**src/sv/iirlp_pkg.sv**
```systemverilog
// Shared widths, reset values, series constants and MAC control type for the low-pass phasor block.
package iirlp_pkg;

  // Field widths
  localparam int unsigned COEF_W    = 24;
  localparam int unsigned SMP_W     = 16;
  localparam int unsigned CH_W      = 4;
  localparam int unsigned PH_W      = 17;
  localparam int unsigned XSUM_W    = 18;
  localparam int unsigned REG_IDX_W = 2;

  // Coefficient reset values, Q2.22
  localparam logic signed [COEF_W-1:0] COEF_A_RST = 24'sd60403;
  localparam logic signed [COEF_W-1:0] COEF_B_RST = -24'sd6849270;
  localparam logic signed [COEF_W-1:0] COEF_C_RST = 24'sd2896582;

  // Quarter-turn Taylor series constants, Q30
  localparam longint HALF_PI_Q30 = 64'sd1686629713;
  localparam longint ONE_Q30     = 64'sd1073741824;
  localparam longint SIN_DIV [1:6] = '{64'sd6, 64'sd20, 64'sd42, 64'sd72, 64'sd110, 64'sd156};
  localparam longint COS_DIV [1:6] = '{64'sd2, 64'sd12, 64'sd30, 64'sd56, 64'sd90, 64'sd132};

  // Control word for one multiply-accumulate request
  typedef struct packed {
    logic en;   // accumulate the product
    logic clr;  // start a new sum with this product
    logic sub;  // subtract instead of add
  } mac_ctl_t;

endpackage

```
**src/sv/iirlp_mac.sv**
```systemverilog
// Shared two-lane multiply-accumulate unit with a registered product stage.
module iirlp_mac #(
  parameter int unsigned ACC_W = 44
) (
  input  logic                                  clk_i,
  input  logic                                  rst_ni,
  input  iirlp_pkg::mac_ctl_t                   ctl_i,
  input  logic signed [iirlp_pkg::COEF_W-1:0]   op_a_i,
  input  logic signed [iirlp_pkg::XSUM_W-1:0]   op_b_i,
  input  logic signed [iirlp_pkg::SMP_W-1:0]    op_c_i,
  input  logic signed [iirlp_pkg::SMP_W-1:0]    op_d_i,
  output logic signed [ACC_W-1:0]               acc_a_o,
  output logic signed [ACC_W-1:0]               acc_b_o
);
  import iirlp_pkg::*;

  localparam int unsigned PA_W = COEF_W + XSUM_W;
  localparam int unsigned PB_W = 2 * SMP_W;

  logic signed [PA_W-1:0]  prod_a_d, prod_a_q;
  logic signed [PB_W-1:0]  prod_b_d, prod_b_q;
  mac_ctl_t                ctl_q;
  logic signed [ACC_W-1:0] ext_a, ext_b;
  logic signed [ACC_W-1:0] acc_a_q, acc_b_q;

  // Multiply, one product per lane
  assign prod_a_d = op_a_i * op_b_i;
  assign prod_b_d = op_c_i * op_d_i;

  // Hold the control word alongside the products
  always_ff @(posedge clk_i or negedge rst_ni) begin
    if (!rst_ni) begin
      ctl_q <= '0;
    end else begin
      ctl_q <= ctl_i;
    end
  end

  always_ff @(posedge clk_i) begin
    prod_a_q <= prod_a_d;
    prod_b_q <= prod_b_d;
  end

  // Accumulate the registered products
  assign ext_a = ACC_W'(prod_a_q);
  assign ext_b = ACC_W'(prod_b_q);

  always_ff @(posedge clk_i) begin
    if (ctl_q.en) begin
      acc_a_q <= (ctl_q.clr ? '0 : acc_a_q) + (ctl_q.sub ? -ext_a : ext_a);
      acc_b_q <= (ctl_q.clr ? '0 : acc_b_q) + (ctl_q.sub ? -ext_b : ext_b);
    end
  end

  assign acc_a_o = acc_a_q;
  assign acc_b_o = acc_b_q;

endmodule

```
**config.mk**
```make
export PLATFORM = sky130hd
export DESIGN_NAME = iirlp_mac
export DESIGN_NICKNAME = d
export VERILOG_FILES = /design/src/sv/iirlp_pkg.sv /design/src/sv/iirlp_mac.sv
export SDC_FILE = /design/constraint.sdc
export NUM_CORES = 2
export LEC_CHECK = 0
export BUFFER_PORTS_ARGS = -buffer_cell sky130_fd_sc_hd__clkbuf_2
export CAP_MARGIN = 20
export CORE_ASPECT_RATIO = 1.4
export CORE_MARGIN = 5
export CORE_UTILIZATION = 40
export DETAILED_ROUTE_END_ITERATION = 12
export GPL_ROUTABILITY_DRIVEN = 0
export PLACE_DENSITY = 0.69
export SETUP_SLACK_MARGIN = 0.4
export SKIP_CTS_REPAIR_TIMING = 1
export SYNTH_ARGS = -nofsm -noshare
export SYNTH_HDL_FRONTEND = slang
export SYNTH_SLANG_ARGS = --single-unit
```
**constraint.sdc**
```tcl
create_clock -name clk_i -period 4.4 [get_ports clk_i]
set_input_delay 0.22 -clock clk_i [delete_from_list [all_inputs] [get_ports clk_i]]
set_output_delay 0.22 -clock clk_i [all_outputs]
set_load 0.005 [all_outputs]
```
==> results.cfg <==
[timing]
fmax_ghz = 0.181
fin_skew_ns = 0.0128
whs_ns = 0.129
worst_slack_ns = -1.12
fin_crit_ns = 5.52
relSlewSlack = 0.365
report.final.setup_viol = 66
rsz0062_at_grt = true
drv_slew = 0
tightest_slew_ns = 0.953
finalHoldViolations = 0
final.period_utilization = 1.25

[placement]
port_buffers = 166
dpl.hpwl_um = 84800
postPlaceCellArea_um2 = 42600

[worst_setup_path]
crit_path_start_kind = primary input
worstPathRequired_ns = 4.73
crit_chain = clkbuf_4 > nand2_2 > fa_1 > inv_1 > fa_1 > inv_1 > fa_2 > fa_1 > inv_1 > fa_1 > fa_1 > ha_4 > and4_4 > a21o_1 > a311o_1 > a221o_1 > a221oi_2 > a21oi_2 > buf_4 > and2_4 > o21ai_2 > a221oi_2
cp.arrival_ns = 5.86
criticalPathCategory = primary input to flop
crit_path_max_incr_delay_ns = 0.54
crit_slowest_cell = fa_1
cpMostUsedCell = fa_1
cp_top_family = adder cells
path_buf_inv = 5
critPathCaptureType = flop
crit_fanout = 4

[die]
dieArea_um2 = 96100
io_pins = 167
fp.dieW_um = 263
rows = 130
die_h_um = 365
core_um2 = 89500
initial_core_util = 0.402

[route]
vias = 29200
wl_um = 100000
via_per_inst = 5.02
dr.pass1.iters = 8
drc = 0
antenna_left = 0
wl_per_cell_um = 17.2
drtIter0Drc = 1588

[clocking]
clk_pin_slew_ns = 0.08
cts_root_buffer = clkbuf_16
insertion_delay_ns = 0.45
cts_sinks = 165
clockBufferDepth = 2
htree_levels = 4
cts_made_buffers = 17
cts_tree = done

[status]
outcome = finished, violations left
failed_checks = negative setup slack

[run]
max_cap_viol_count = 0

[logic_synthesis]
synth_top_cell_by_area = fa_1
synthTopCellsByArea = fa_1, ha_1, inv_1
ys.flop_type = edfxtp_1
synth-seq-cells = 165
syn_area_um2 = 36000
synthArstFlopShare = 0.0182
synth_top_area_share = 0.383
post_synth.cell_area_avg_um2 = 9.03
synth_warnings = 0
synth_cell_types = 72
synth_edf_count = 88
netlist_instances = 3982
seq_area_frac_synth = 0.117
synth_nets = 5025

[cells_and_area]
register_area_um2 = 4210
fin_area_um2 = 45900
final_cell_mix = inv_1, fa_1, buf_4
layout.cells.most_common = inv_1
multi_input_area_um2 = 30400
drive_gt1_frac = 0.262
antennaDiodeCount = 0
final_nets = 5665
final.fill_count = 7999
area_delta_synth_final_pct = 27.7

[global_route]
grt_antenna_before_repair = 1
grt_max_degree = 65
first_global_vias = 31600
grt_pass1_wl_um = 159000
track_usage = 0.203
grt_overflow_total = 0

[hold_path]
hold_class = primary input to asynchronous set/reset pin
[final timing paths]
kind	from	to	slack, ns	cells after the start
setup / recovery	op_c_i[11]	prod_b_q[29]	-1.12	22
max in group asynchronous	rst_ni	ctl_q[2]	4.10	2
hold / removal	rst_ni	ctl_q[0]	0.13	2
min in group clk_i	op_c_i[0]	prod_b_q[0]	0.33	3
setup reg to reg	prod_b_q[5]	acc_b_o[40]	-0.29	16
hold reg to reg	prod_b_q[0]	acc_b_o[0]	0.68	2
[cells by family (layout without fill, tap and decap cells)]
logic type                 after synthesis  in the layout  share of synthesized area
and+or+nand+nor                       1163           1163                      0.158
buffers and inverters                  978           1631                      0.102
adders and majority gates              964            964                      0.479
AOI/OAI and AO/OA                      481            481                     0.0868
xor gates and xnor gates               224            224                     0.0547
DFF                                    165            165                      0.117
muxes                                    7              7                    0.00209
[routing by layer]
metal	track usage	share of wire
met1	0.222	0.36
met2	0.394	0.54
met3	0.0277	0.044
met4	0.0819	0.050
met5	0	0
[cells in the mapped netlist, types with 11 or more instances]
| library cell | count |
|---|---|
| inv_1 | 842 |
| fa_1 | 689 |
| nand2_1 | 501 |
| ha_1 | 275 |
| and2_1 | 254 |
| xnor2_1 | 191 |
| clkbuf_1 | 131 |
| a21oi_1 | 129 |
| nor2_1 | 122 |
| o21ai_0 | 110 |
| nor2b_1 | 107 |
| edfxtp_1 | 88 |
| dfxtp_1 | 74 |
| a21o_1 | 60 |
| nand2b_1 | 40 |
| nand3_1 | 34 |
| xor2_1 | 32 |
| nor3_1 | 25 |
| o21bai_1 | 21 |
| a211oi_1 | 20 |
| o31ai_1 | 20 |
| and3_1 | 17 |
| o21a_1 | 15 |
| nand4_1 | 14 |
| a31oi_1 | 13 |
| or3_1 | 12 |
| o211ai_1 | 11 |
| or4_1 | 11 |
[final cells by class]
class,instances,area share
multi-input cells,2839,0.662
repair buffers,755,0.132
inverters,844,0.0691
clock buffers,18,0.00956
flip-flops and latches,165,0.0917
well taps,1188,0.0324
clock inverters,14,0.00343
[per-stage QoR]
step                std cells   util  worst slack [ns]  setup TNS (ns)
floorplan                3982      -             -1.46          -32.87
global placement         5710  0.476             -1.79          -64.04
detailed placement       5710  0.476             -1.82          -66.87
CTS                      5742  0.483             -1.37          -41.82
global route             5823  0.513             -1.33          -45.86
finish                   5823  0.513             -1.12          -34.34
[sequential cells by signal, indices dropped and copies added, names as in the netlist]
register  cells
acc_b_o      44
ctl_q         3
prod_b_q     32
acc_a_o      44
prod_a_q     42
[worst reg2reg max path, stage by stage, from the launching register on]
cell and delay [ns]:
dfxtp_2 0.32, or4_4 0.54, or4_4 0.47, nor3_4 0.13, nand2_1 0.09, or4_4 0.45
buf_6 0.16, o41ai_4 0.21, xnor2_1 0.14, ha_1 0.34, a21o_1 0.17, a21o_1 0.19
a21o_1 0.17, a21o_1 0.20, a221o_1 0.43, a221oi_2 0.32, xnor2_1 0.11
Power is left out: the tool's default activity adds up to more than one toggle a clock period on the data nets, which glitch-free logic cannot reach.
